$ cat src/rtl/mps_pkg.sv
`timescale 1ns / 1ps
// Shared constants, register indexes and controller states of the metric prefix scaler.
// Used by every module in rtl; depends on nothing else.
package mps_pkg;

  localparam int VALUE_BITS   = 64;
  localparam int PREFIX_COUNT = 8;

  localparam int DIVISOR_W  = 32;
  localparam int BASE_W     = 16;
  localparam int UNIT_W     = 8;
  localparam int WHOLE_W    = 64;
  localparam int FRAC_W     = 32;
  localparam int PREFIX_W   = 4;
  localparam int IN_TDATA_W = 64;

  localparam int OUT_FIELDS_W = WHOLE_W + FRAC_W + 1 + PREFIX_W + 1;
  localparam int OUT_TDATA_W  = ((OUT_FIELDS_W + 7) / 8) * 8;
  localparam int OUT_PAD_W    = OUT_TDATA_W - OUT_FIELDS_W;

  localparam int CFG_DATA_W = 32;
  localparam int CFG_IDX_W  = 2;

  localparam int PROD_W    = VALUE_BITS + BASE_W;
  localparam int DIV_CNT_W = $clog2(VALUE_BITS);
  localparam int MUL_CNT_W = $clog2(BASE_W);
  localparam int STEP_W    = $clog2(PREFIX_COUNT + 2);

  localparam logic [BASE_W-1:0] FRAC_SCALE = BASE_W'(100);

  typedef enum logic [CFG_IDX_W-1:0] {
    REG_DIVISOR,
    REG_BASE,
    REG_OMIT_ZERO,
    REG_UNIT_CHAR
  } cfg_idx_t;

  typedef enum logic [3:0] {
    ST_IDLE,
    ST_DIV_Q,
    ST_MUL_PW,
    ST_LOOP,
    ST_FINAL,
    ST_WHOLE_GO,
    ST_DIV_W,
    ST_DIV_RB,
    ST_MUL_F,
    ST_DIV_F,
    ST_OUT
  } state_t;

endpackage

$ cat src/rtl/mps_div.sv
`timescale 1ns / 1ps
// Bit-serial restoring divider: one quotient bit per cycle, VALUE_BITS quotient bits in all.
// Depends on mps_pkg.
module mps_div (
  input  logic                           clk,
  input  logic                           rst_n,
  input  logic                           start,
  input  logic [mps_pkg::VALUE_BITS-1:0] dividend,
  input  logic [mps_pkg::VALUE_BITS-1:0] divisor,
  output logic                           busy,
  output logic                           done,
  output logic [mps_pkg::VALUE_BITS-1:0] quotient,
  output logic [mps_pkg::VALUE_BITS-1:0] remainder
);
  import mps_pkg::*;

  logic                  busy_r, busy_nxt;
  logic                  done_r, done_nxt;
  logic [DIV_CNT_W-1:0]  cnt_r, cnt_nxt;
  logic [VALUE_BITS-1:0] quo_r, quo_nxt;
  logic [VALUE_BITS-1:0] rem_r, rem_nxt;
  logic [VALUE_BITS-1:0] dvs_r, dvs_nxt;
  logic [VALUE_BITS:0]   shifted;
  logic [VALUE_BITS:0]   diff;
  logic                  fits;

  always_comb begin
    shifted  = {rem_r, quo_r[VALUE_BITS-1]};
    diff     = shifted - {1'b0, dvs_r};
    fits     = ~diff[VALUE_BITS];
    busy_nxt = busy_r;
    done_nxt = 1'b0;
    cnt_nxt  = cnt_r;
    quo_nxt  = quo_r;
    rem_nxt  = rem_r;
    dvs_nxt  = dvs_r;
    if (start) begin
      busy_nxt = 1'b1;
      cnt_nxt  = DIV_CNT_W'(VALUE_BITS - 1);
      quo_nxt  = dividend;
      rem_nxt  = '0;
      dvs_nxt  = divisor;
    end else if (busy_r) begin
      quo_nxt = {quo_r[VALUE_BITS-2:0], fits};
      rem_nxt = fits ? diff[VALUE_BITS-1:0] : shifted[VALUE_BITS-1:0];
      cnt_nxt = cnt_r - 1'b1;
      if (cnt_r == '0) begin
        busy_nxt = 1'b0;
        done_nxt = 1'b1;
      end
    end
  end

  always_ff @(posedge clk) begin
    if (!rst_n) begin
      busy_r <= 1'b0;
      done_r <= 1'b0;
      cnt_r  <= '0;
    end else begin
      busy_r <= busy_nxt;
      done_r <= done_nxt;
      cnt_r  <= cnt_nxt;
    end
  end

  always_ff @(posedge clk) begin
    quo_r <= quo_nxt;
    rem_r <= rem_nxt;
    dvs_r <= dvs_nxt;
  end

  assign busy      = busy_r;
  assign done      = done_r;
  assign quotient  = quo_r;
  assign remainder = rem_r;

endmodule

$ cat src/rtl/mps_mul.sv
`timescale 1ns / 1ps
// Bit-serial shift-add multiplier: one bit of the narrow operand per cycle.
// Depends on mps_pkg.
module mps_mul (
  input  logic                           clk,
  input  logic                           rst_n,
  input  logic                           start,
  input  logic [mps_pkg::VALUE_BITS-1:0] mcand,
  input  logic [mps_pkg::BASE_W-1:0]     mplier,
  output logic                           busy,
  output logic                           done,
  output logic [mps_pkg::PROD_W-1:0]     product
);
  import mps_pkg::*;

  logic                  busy_r, busy_nxt;
  logic                  done_r, done_nxt;
  logic [MUL_CNT_W-1:0]  cnt_r, cnt_nxt;
  logic [VALUE_BITS-1:0] mcand_r, mcand_nxt;
  logic [PROD_W-1:0]     prod_r, prod_nxt;
  logic [VALUE_BITS:0]   sum;

  always_comb begin
    sum = {1'b0, prod_r[PROD_W-1:BASE_W]} + (prod_r[0] ? {1'b0, mcand_r} : '0);
    busy_nxt  = busy_r;
    done_nxt  = 1'b0;
    cnt_nxt   = cnt_r;
    mcand_nxt = mcand_r;
    prod_nxt  = prod_r;
    if (start) begin
      busy_nxt  = 1'b1;
      cnt_nxt   = MUL_CNT_W'(BASE_W - 1);
      mcand_nxt = mcand;
      prod_nxt  = {{VALUE_BITS{1'b0}}, mplier};
    end else if (busy_r) begin
      prod_nxt = {sum, prod_r[BASE_W-1:1]};
      cnt_nxt  = cnt_r - 1'b1;
      if (cnt_r == '0) begin
        busy_nxt = 1'b0;
        done_nxt = 1'b1;
      end
    end
  end

  always_ff @(posedge clk) begin
    if (!rst_n) begin
      busy_r <= 1'b0;
      done_r <= 1'b0;
      cnt_r  <= '0;
    end else begin
      busy_r <= busy_nxt;
      done_r <= done_nxt;
      cnt_r  <= cnt_nxt;
    end
  end

  always_ff @(posedge clk) begin
    mcand_r <= mcand_nxt;
    prod_r  <= prod_nxt;
  end

  assign busy    = busy_r;
  assign done    = done_r;
  assign product = prod_r;

endmodule

$ cat src/rtl/metric_prefix_scaler_top.sv
`timescale 1ns / 1ps
// Top level of the metric prefix scaler: configuration registers, sequencer and output register.
// Depends on mps_pkg, mps_div and mps_mul.
//
// Channel  Role    Handshake               Payload
// in_      slave   in_tvalid / in_tready   in_tdata: value
// out_     master  out_tvalid / out_tready out_tdata, out_tuser: status
// cfg_     write   cfg_we                  cfg_index, cfg_wdata
//
// With a usable configuration a transaction runs up to four serial divisions in the shared
// divider and up to ten passes of the shared multiplier. A zero divisor or base skips the
// arithmetic: the sequencer goes straight to the output state with the error status set.
// Reset is synchronous and active low; the configuration returns to its reset values.
// A result waits in the output register while the next transaction is taken and worked on.
module metric_prefix_scaler_top (
  input  logic                                clk,
  input  logic                                rst_n,
  input  logic                                in_tvalid,
  output logic                                in_tready,
  input  logic [mps_pkg::IN_TDATA_W-1:0]      in_tdata,   // [63:0] value
  output logic                                out_tvalid,
  input  logic                                out_tready,
  // [63:0] whole_part, [95:64] fraction, [96] show_fraction,
  // [100:97] prefix_index, [101] unit_shown, [103:102] zero
  output logic [mps_pkg::OUT_TDATA_W-1:0]     out_tdata,
  output logic                                out_tuser,  // [0] status
  input  logic                                cfg_we,
  input  logic [mps_pkg::CFG_IDX_W-1:0]       cfg_index,
  input  logic [mps_pkg::CFG_DATA_W-1:0]      cfg_wdata
);
  import mps_pkg::*;

  state_t                state_r, state_nxt;
  logic [DIVISOR_W-1:0]  cfg_divisor_r, cfg_divisor_nxt;
  logic [BASE_W-1:0]     cfg_base_r, cfg_base_nxt;
  logic                  cfg_omit_r, cfg_omit_nxt;
  logic [UNIT_W-1:0]     cfg_unit_r, cfg_unit_nxt;

  logic [VALUE_BITS-1:0] q_r, q_nxt;
  logic [FRAC_W-1:0]     rem0_r, rem0_nxt;
  logic [VALUE_BITS-1:0] pw_r, pw_nxt;
  logic [VALUE_BITS-1:0] pw_prev_r, pw_prev_nxt;
  logic [VALUE_BITS-1:0] pw_prev2_r, pw_prev2_nxt;
  logic [VALUE_BITS-1:0] pw_fd_r, pw_fd_nxt;
  logic [VALUE_BITS-1:0] nxt_pw_r, nxt_pw_nxt;
  logic [STEP_W-1:0]     steps_r, steps_nxt;

  logic                  res_status_r, res_status_nxt;
  logic [VALUE_BITS-1:0] res_whole_r, res_whole_nxt;
  logic [FRAC_W-1:0]     res_frac_r, res_frac_nxt;
  logic                  res_show_r, res_show_nxt;
  logic [PREFIX_W-1:0]   res_prefix_r, res_prefix_nxt;
  logic                  res_unit_r, res_unit_nxt;

  logic                   out_valid_r, out_valid_nxt;
  logic [OUT_TDATA_W-1:0] out_data_r, out_data_nxt;
  logic                   out_user_r, out_user_nxt;

  logic                  div_start, div_busy, div_done;
  logic [VALUE_BITS-1:0] div_a, div_b, div_quo, div_rem;
  logic                  mul_start, mul_busy, mul_done;
  logic [VALUE_BITS-1:0] mul_a;
  logic [BASE_W-1:0]     mul_b;
  logic [PROD_W-1:0]     mul_prod;

  logic [VALUE_BITS-1:0] base_ext;
  logic                  out_load;
  logic [PREFIX_W-1:0]   out_prefix;
  logic                  out_unit;

  mps_div u_div (
    .clk       (clk),
    .rst_n     (rst_n),
    .start     (div_start),
    .dividend  (div_a),
    .divisor   (div_b),
    .busy      (div_busy),
    .done      (div_done),
    .quotient  (div_quo),
    .remainder (div_rem)
  );

  mps_mul u_mul (
    .clk     (clk),
    .rst_n   (rst_n),
    .start   (mul_start),
    .mcand   (mul_a),
    .mplier  (mul_b),
    .busy    (mul_busy),
    .done    (mul_done),
    .product (mul_prod)
  );

  assign base_ext  = VALUE_BITS'(cfg_base_r);
  assign in_tready = (state_r == ST_IDLE);
  assign out_load  = !out_valid_r || out_tready;

  always_comb begin
    cfg_divisor_nxt = cfg_divisor_r;
    cfg_base_nxt    = cfg_base_r;
    cfg_omit_nxt    = cfg_omit_r;
    cfg_unit_nxt    = cfg_unit_r;
    if (cfg_we) begin
      unique case (cfg_idx_t'(cfg_index))
        REG_DIVISOR:   cfg_divisor_nxt = cfg_wdata[DIVISOR_W-1:0];
        REG_BASE:      cfg_base_nxt    = cfg_wdata[BASE_W-1:0];
        REG_OMIT_ZERO: cfg_omit_nxt    = cfg_wdata[0];
        REG_UNIT_CHAR: cfg_unit_nxt    = cfg_wdata[UNIT_W-1:0];
      endcase
    end
  end

  always_comb begin
    state_nxt      = state_r;
    q_nxt          = q_r;
    rem0_nxt       = rem0_r;
    pw_nxt         = pw_r;
    pw_prev_nxt    = pw_prev_r;
    pw_prev2_nxt   = pw_prev2_r;
    pw_fd_nxt      = pw_fd_r;
    nxt_pw_nxt     = nxt_pw_r;
    steps_nxt      = steps_r;
    res_status_nxt = res_status_r;
    res_whole_nxt  = res_whole_r;
    res_frac_nxt   = res_frac_r;
    res_show_nxt   = res_show_r;
    res_prefix_nxt = res_prefix_r;
    res_unit_nxt   = res_unit_r;
    out_valid_nxt  = out_valid_r && !out_tready;
    out_data_nxt   = out_data_r;
    out_user_nxt   = out_user_r;
    div_start      = 1'b0;
    div_a          = q_r;
    div_b          = pw_r;
    mul_start      = 1'b0;
    mul_a          = nxt_pw_r;
    mul_b          = cfg_base_r;

    unique case (state_r)
      ST_IDLE: begin
        if (in_tvalid) begin
          if (cfg_divisor_r == '0 || cfg_base_r == '0) begin
            res_status_nxt = 1'b1;
            res_whole_nxt  = '0;
            res_frac_nxt   = '0;
            res_show_nxt   = 1'b0;
            res_prefix_nxt = '0;
            res_unit_nxt   = 1'b0;
            state_nxt      = ST_OUT;
          end else begin
            res_status_nxt = 1'b0;
            div_start      = 1'b1;
            div_a          = in_tdata[VALUE_BITS-1:0];
            div_b          = VALUE_BITS'(cfg_divisor_r);
            state_nxt      = ST_DIV_Q;
          end
        end
      end
      ST_DIV_Q: begin
        if (div_done) begin
          q_nxt     = div_quo;
          rem0_nxt  = div_rem[FRAC_W-1:0];
          pw_nxt    = base_ext;
          steps_nxt = '0;
          mul_start = 1'b1;
          mul_a     = base_ext;
          state_nxt = ST_MUL_PW;
        end
      end
      ST_MUL_PW: begin
        if (mul_done) begin
          nxt_pw_nxt = mul_prod[VALUE_BITS-1:0];
          // The next power would not fit, so the search stops here.
          if (mul_prod[PROD_W-1:VALUE_BITS] != '0) begin
            state_nxt = ST_FINAL;
          end else begin
            state_nxt = ST_LOOP;
          end
        end
      end
      ST_LOOP: begin
        if (q_r >= pw_r && steps_r < STEP_W'(PREFIX_COUNT)) begin
          pw_prev2_nxt = pw_prev_r;
          pw_prev_nxt  = pw_r;
          pw_nxt       = nxt_pw_r;
          steps_nxt    = steps_r + 1'b1;
          mul_start    = 1'b1;
          mul_a        = nxt_pw_r;
          state_nxt    = ST_MUL_PW;
        end else begin
          state_nxt = ST_FINAL;
        end
      end
      ST_FINAL: begin
        if (pw_r != base_ext) begin
          if (q_r >= pw_r) begin
            steps_nxt = steps_r + 1'b1;
            pw_fd_nxt = pw_prev_r;
          end else begin
            pw_nxt    = pw_prev_r;
            pw_fd_nxt = pw_prev2_r;
          end
          state_nxt = ST_WHOLE_GO;
        end else begin
          res_whole_nxt  = q_r;
          res_frac_nxt   = rem0_r;
          res_show_nxt   = !(cfg_omit_r && rem0_r == '0);
          res_prefix_nxt = '0;
          res_unit_nxt   = 1'b0;
          state_nxt      = ST_OUT;
        end
      end
      ST_WHOLE_GO: begin
        div_start      = 1'b1;
        res_prefix_nxt = PREFIX_W'(steps_r);
        res_unit_nxt   = (cfg_unit_r != '0);
        state_nxt      = ST_DIV_W;
      end
      ST_DIV_W: begin
        if (div_done) begin
          res_whole_nxt = div_quo;
          if (cfg_omit_r && div_rem == '0) begin
            res_show_nxt = 1'b0;
            res_frac_nxt = '0;
            state_nxt    = ST_OUT;
          end else begin
            res_show_nxt = 1'b1;
            if (pw_r == base_ext) begin
              mul_start = 1'b1;
              mul_a     = div_rem;
              mul_b     = FRAC_SCALE;
              state_nxt = ST_MUL_F;
            end else begin
              div_start = 1'b1;
              div_a     = div_rem;
              div_b     = base_ext;
              state_nxt = ST_DIV_RB;
            end
          end
        end
      end
      ST_DIV_RB: begin
        if (div_done) begin
          mul_start = 1'b1;
          mul_a     = div_quo;
          mul_b     = FRAC_SCALE;
          state_nxt = ST_MUL_F;
        end
      end
      ST_MUL_F: begin
        if (mul_done) begin
          div_start = 1'b1;
          div_a     = mul_prod[VALUE_BITS-1:0];
          div_b     = (pw_r == base_ext) ? pw_r : pw_fd_r;
          state_nxt = ST_DIV_F;
        end
      end
      ST_DIV_F: begin
        if (div_done) begin
          res_frac_nxt = div_quo[FRAC_W-1:0];
          state_nxt    = ST_OUT;
        end
      end
      ST_OUT: begin
        if (out_load) begin
          out_valid_nxt = 1'b1;
          out_user_nxt  = res_status_r;
          out_data_nxt  = {{OUT_PAD_W{1'b0}}, res_unit_r, res_prefix_r, res_show_r,
                           res_frac_r, WHOLE_W'(res_whole_r)};
          state_nxt     = ST_IDLE;
        end
      end
      default: state_nxt = ST_IDLE;
    endcase
  end

  always_ff @(posedge clk) begin
    if (!rst_n) begin
      state_r       <= ST_IDLE;
      out_valid_r   <= 1'b0;
      cfg_divisor_r <= DIVISOR_W'(1);
      cfg_base_r    <= BASE_W'(1000);
      cfg_omit_r    <= 1'b0;
      cfg_unit_r    <= '0;
    end else begin
      state_r       <= state_nxt;
      out_valid_r   <= out_valid_nxt;
      cfg_divisor_r <= cfg_divisor_nxt;
      cfg_base_r    <= cfg_base_nxt;
      cfg_omit_r    <= cfg_omit_nxt;
      cfg_unit_r    <= cfg_unit_nxt;
    end
  end

  always_ff @(posedge clk) begin
    q_r          <= q_nxt;
    rem0_r       <= rem0_nxt;
    pw_r         <= pw_nxt;
    pw_prev_r    <= pw_prev_nxt;
    pw_prev2_r   <= pw_prev2_nxt;
    pw_fd_r      <= pw_fd_nxt;
    nxt_pw_r     <= nxt_pw_nxt;
    steps_r      <= steps_nxt;
    res_status_r <= res_status_nxt;
    res_whole_r  <= res_whole_nxt;
    res_frac_r   <= res_frac_nxt;
    res_show_r   <= res_show_nxt;
    res_prefix_r <= res_prefix_nxt;
    res_unit_r   <= res_unit_nxt;
    out_data_r   <= out_data_nxt;
    out_user_r   <= out_user_nxt;
  end

  assign out_tvalid = out_valid_r;
  assign out_tdata  = out_data_r;
  assign out_tuser  = out_user_r;
  assign out_prefix = out_data_r[WHOLE_W+FRAC_W+1 +: PREFIX_W];
  assign out_unit   = out_data_r[WHOLE_W+FRAC_W+1+PREFIX_W];

  a_error_clears_fields: assert property (@(posedge clk) disable iff (!rst_n)
    out_tvalid && out_tuser |-> out_tdata == '0)
    else $error("error result carries nonzero fields");

  a_unit_needs_prefix: assert property (@(posedge clk) disable iff (!rst_n)
    out_tvalid && out_unit |-> out_prefix != '0)
    else $error("unit shown on an unscaled result");

  a_div_start_idle: assert property (@(posedge clk) disable iff (!rst_n)
    div_start |-> !div_busy)
    else $error("divider started while busy");

  a_mul_start_idle: assert property (@(posedge clk) disable iff (!rst_n)
    mul_start |-> !mul_busy)
    else $error("multiplier started while busy");

endmodule
$ cat config.mk
export PLATFORM = sky130hd
export DESIGN_NAME = metric_prefix_scaler_top
export DESIGN_NICKNAME = d
export VERILOG_FILES = /design/src/rtl/mps_pkg.sv /design/src/rtl/mps_div.sv /design/src/rtl/mps_mul.sv /design/src/rtl/metric_prefix_scaler_top.sv
export SDC_FILE = /design/constraint.sdc
export NUM_CORES = 2
export LEC_CHECK = 0
export BUFFER_PORTS_ARGS = -buffer_cell sky130_fd_sc_hd__clkbuf_2
export CAP_MARGIN = 20
export CORE_ASPECT_RATIO = 1.5
export CORE_MARGIN = 10
export CORE_UTILIZATION = 41
export DETAILED_ROUTE_END_ITERATION = 8
export SETUP_SLACK_MARGIN = 0.4
export SYNTH_ARGS = -nofsm -noshare
export SYNTH_HDL_FRONTEND = slang
export SYNTH_SLANG_ARGS = --single-unit
$ cat constraint.sdc
create_clock -name clk -period 13.55 [get_ports clk]
set_clock_uncertainty 0.2 [all_clocks]
set_input_delay 1.355 -clock clk [delete_from_list [all_inputs] [get_ports clk]]
set_output_delay 1.355 -clock clk [all_outputs]
set_load 0.01 [all_outputs]
==> metrics <==
mux contribution to synthesized area=0.02530; asr flop ratio synth=0; Gate Count Post-Synth=4774; DR vias/cell=between 6 and 7; worst reg2reg endpoint=u_div.remainder[1]$_SDFFE_PP0P_; clk slew on worst S/H paths=0.07 ns; Hold Startpoint=res_frac_r[18]$_DFFE_PP_; DRT Pass-1 Iters=9; Netlist cell types=96; GRT Util Overall=0.2553; routability cong.=0.9736; Syn Area/Cell=about 11 um2; met2 wire length=87660 um; CP bufs+invs=4; synthesized-area fraction occupied by adder cells=0.04804; Util after Layout=0.4612; Fmax achieved=about 160 MHz; crit path time final=6.342 ns; Max Transition Viols Final=0; Placed Instance Area=around 54000 um2; ys flop type=edfxtp_1; FP Rows=159; Final Instance Area=around 58000 um2; unrepaired setup endpoints after global routing=false; GRT overflow=0; via count=40490; nature of the critical path endpoint=register; Hold Vio Cnt, Final=0; Die Ht=455.7 um; Reg2Reg Depth=13; post-DP HPWL=between 100000 and 150000 um; xor/xnor share of the synthesized area=0.02175; worst min path class=reg2reg; Leakage=about 22 nW; total routed wirelength=around 190000 um; CTS tree=done; PD cells=around 220 nW/um2; Worst-Skew Late Latency=around 0.76 ns; sequential share of the synthesized area=0.5615; Worst EP required=13.99 ns; hold depth=0; vias in the first global route=38907; Setup TNS Final=0 ns; routed wl met3=15670 um; fin crit share=0.4680; yosys warns=0; max cap viols=0; Die Footprint=around 140000 um2; placed insts=6427; Pwr Total=12.94 mW; hold-fix buffer count after cts=0; Min Hold Slack=0.1948 ns; M1 WL=72320 um; first-pass GRT wire length=268400 um; kind of critical path=reg2reg; synthesis-to-finish area growth=11.59%; Worst Tran Pin Value=1.160 ns; top sig layer=met5; Finished Layout Cells=6622; CTS Buf Count=100; Compound-Gate Fraction of Synth Area=0.1827; Post-synth EDFFs=834; largest family of logic cells by synthesized area=compound AO/OA/AOI/OAI gates; CTS sink count=1038; # setup viols final=0; status=finished, violations left; Yosys reg bits=1038; port buffer count=about 210; critical-path cell list=nor4_1 > nand4_1 > nor3_1 > a21o_1 > nor2b_4 > and2_4 > nor4_4 > buf_4 > inv_6 > buf_4 > buf_4 > or4_1 > o311ai_1; initial antenna violation count=5; pre-CTS WS=7.182 ns; Rel. slew slack=0.2264; simple-gate area share of the yosys netlist=0.1185; hold-critical path endpoint=out_tdata[82]$_DFFE_PP_; wire per inst=28.12 um; share of layout cells above drive strength 1=0.1144; Worst EP arrival=6.78 ns; Clock Path Buffers=3; fill count=around 12000; reg2reg start=u_div.remainder[7]$_SDFFE_PP0P_; top cells by area, synth=edfxtp_1 48%, dfxtp_1 7.9%, ha_1 4.7%; initial drt markers=5224; crit start category=register; initial core utilization=0.4133; I/O Pins=210; area share of the leading cell type in the synthesized netlist=0.4828; # H-tree levels=3; failing checks=DRC; Die Span X=310.4 um; Synth Cell Area=51880 um2; Post-route DRC=8; setup bufs post-CTS=0; Top delay family on crit path=simple AND/OR/NAND/NOR gates; Layout Nets=5141; Synth area leader=edfxtp_1; slowest stage delay, CP=between 0.9 and 1 ns; root cell of the clock tree=clkbuf_16; core area=roughly 130000 um2; critical path peak fanout=73; Critical-path top delay cell=nor3_1; pin count of the biggest net entering global routing=between 150 and 200; Peak VDD IR=152.2 uV; Setup WS post-layout=a little over 7 ns; R2R Setup Slk=7.21 ns; CP most frequent cell=buf_4; cts repair resizes=0; Antenna Nets Post-Route=0
==> layout make-up <==
class	instances	area, um2	area share
Antenna cell	4	10.01	0.0001729
Clock buffer	132	2728	0.04712
Clock inverter	58	704.4	0.01217
Inverter	243	922.1	0.01593
Multi-Input combinational cell	3186	20750	0.3584
Sequential cell	1038	29140	0.5033
Tap cell	1690	2115	0.03653
Timing Repair Buffer	271	1529	0.02641
==> report_power, final <==
| part | leakage [nW] | internal [mW] | total, mW | switching, mW |
|---|---|---|---|---|
| Combinational | 10.8 | 1.68 | 4.93 | 3.25 |
| Sequential | 9.35 | 4.31 | 5.03 | 0.721 |
| Clock | 1.67 | 1.68 | 2.99 | 1.31 |
| Total | 21.8 | 7.67 | 12.9 | 5.28 |
==> kinds of logic (layout without fill, tap and decap cells) <==
group	count (synthesis)	in the layout
AO/OA/AOI/OAI	1397	1397
AND/OR/NAND/NOR	1338	1338
flip-flops	1038	1038
buffers and inverters	551	704
adder cells (fa/ha/maj)	198	198
XOR/XNOR	128	128
multiplexers	123	123
other	1	6
==> metal layers <==
layer  track usage  vias up
met2        0.4115     2108
met4        0.1338        2
met3       0.03945      386
li1              -    18030
met1        0.3271    19964
met5             0        -
==> registers in the layout, summed over array words and instances, names as in the netlist, 6 cells and up <==
register and flops:
u_div.cnt_r 6, cfg_base_r 16, pw_prev2_r 64, res_frac_r 32
u_mul.product 80, nxt_pw_r 64, cfg_divisor_r 32, u_div.quotient 64
u_mul.mcand_r 64, q_r 64, u_div.remainder 64, cfg_unit_r 8
rem0_r 32, out_tdata 102, u_div.dvs_r 64, pw_prev_r 64
pw_fd_r 64, res_whole_r 64, pw_r 64
==> worst max path at each step <==
| stage | startpoint | to | slack (ns) | depth (start not counted) |
|---|---|---|---|---|
| floorplan | pw_r[23]$_DFFE_PP_ | res_show_r$_DFFE_PP_ | 3.78 | 7 |
| global placement | q_r[29]$_DFFE_PP_ | u_mul.product[6]$_DFFE_PP_ | 7.18 | 13 |
| detailed placement | q_r[29]$_DFFE_PP_ | u_mul.product[2]$_DFFE_PP_ | 7.18 | 13 |
| CTS | q_r[29]$_DFFE_PP_ | u_mul.product[2]$_DFFE_PP_ | 7.18 | 13 |
| global route | q_r[29]$_DFFE_PP_ | u_mul.product[2]$_DFFE_PP_ | 7.01 | 13 |
| finish | u_div.remainder[7]$_SDFFE_PP0P_ | u_div.remainder[1]$_SDFFE_PP0P_ | 7.21 | 13 |
==> cell usage after synthesis (all sizes together) (61+ instances only) <==
| master | number |
|---|---|
| edfxtp | 834 |
| nand2 | 502 |
| a21oi | 473 |
| nor2 | 366 |
| inv | 243 |
| clkbuf | 239 |
| dfxtp | 204 |
| ha | 196 |
| o21ai | 196 |
| a22o | 144 |
| nand3 | 94 |
| a21o | 91 |
| and2 | 86 |
| a31oi | 83 |
| a222oi | 80 |
| nor4 | 71 |
| buf | 69 |
| xnor2 | 67 |
| a221o | 66 |
| mux2 | 65 |
| nand4 | 63 |
| xor2 | 61 |
==> placed cells by master (no fill, tap or decap), types with 66 or more instances in the layout <==
cell type / Yosys / layout
a222oi_1: 80 / 80
ha_1: 196 / 196
a31oi_1: 82 / 82
a22o_1: 144 / 144
clkbuf_2: 1 / 208
inv_1: 240 / 238
and2_1: 85 / 82
edfxtp_1: 834 / 834
clkbuf_16: 0 / 100
xnor2_1: 66 / 66
a221o_1: 66 / 66
dfxtp_1: 204 / 202
nor2_1: 366 / 358
nor4_1: 68 / 67
nand2_1: 501 / 500
o21ai_0: 156 / 156
a21oi_1: 472 / 472
a21o_1: 91 / 91
nand3_1: 94 / 94
Note: power is estimated with default switching activity, not from simulation.
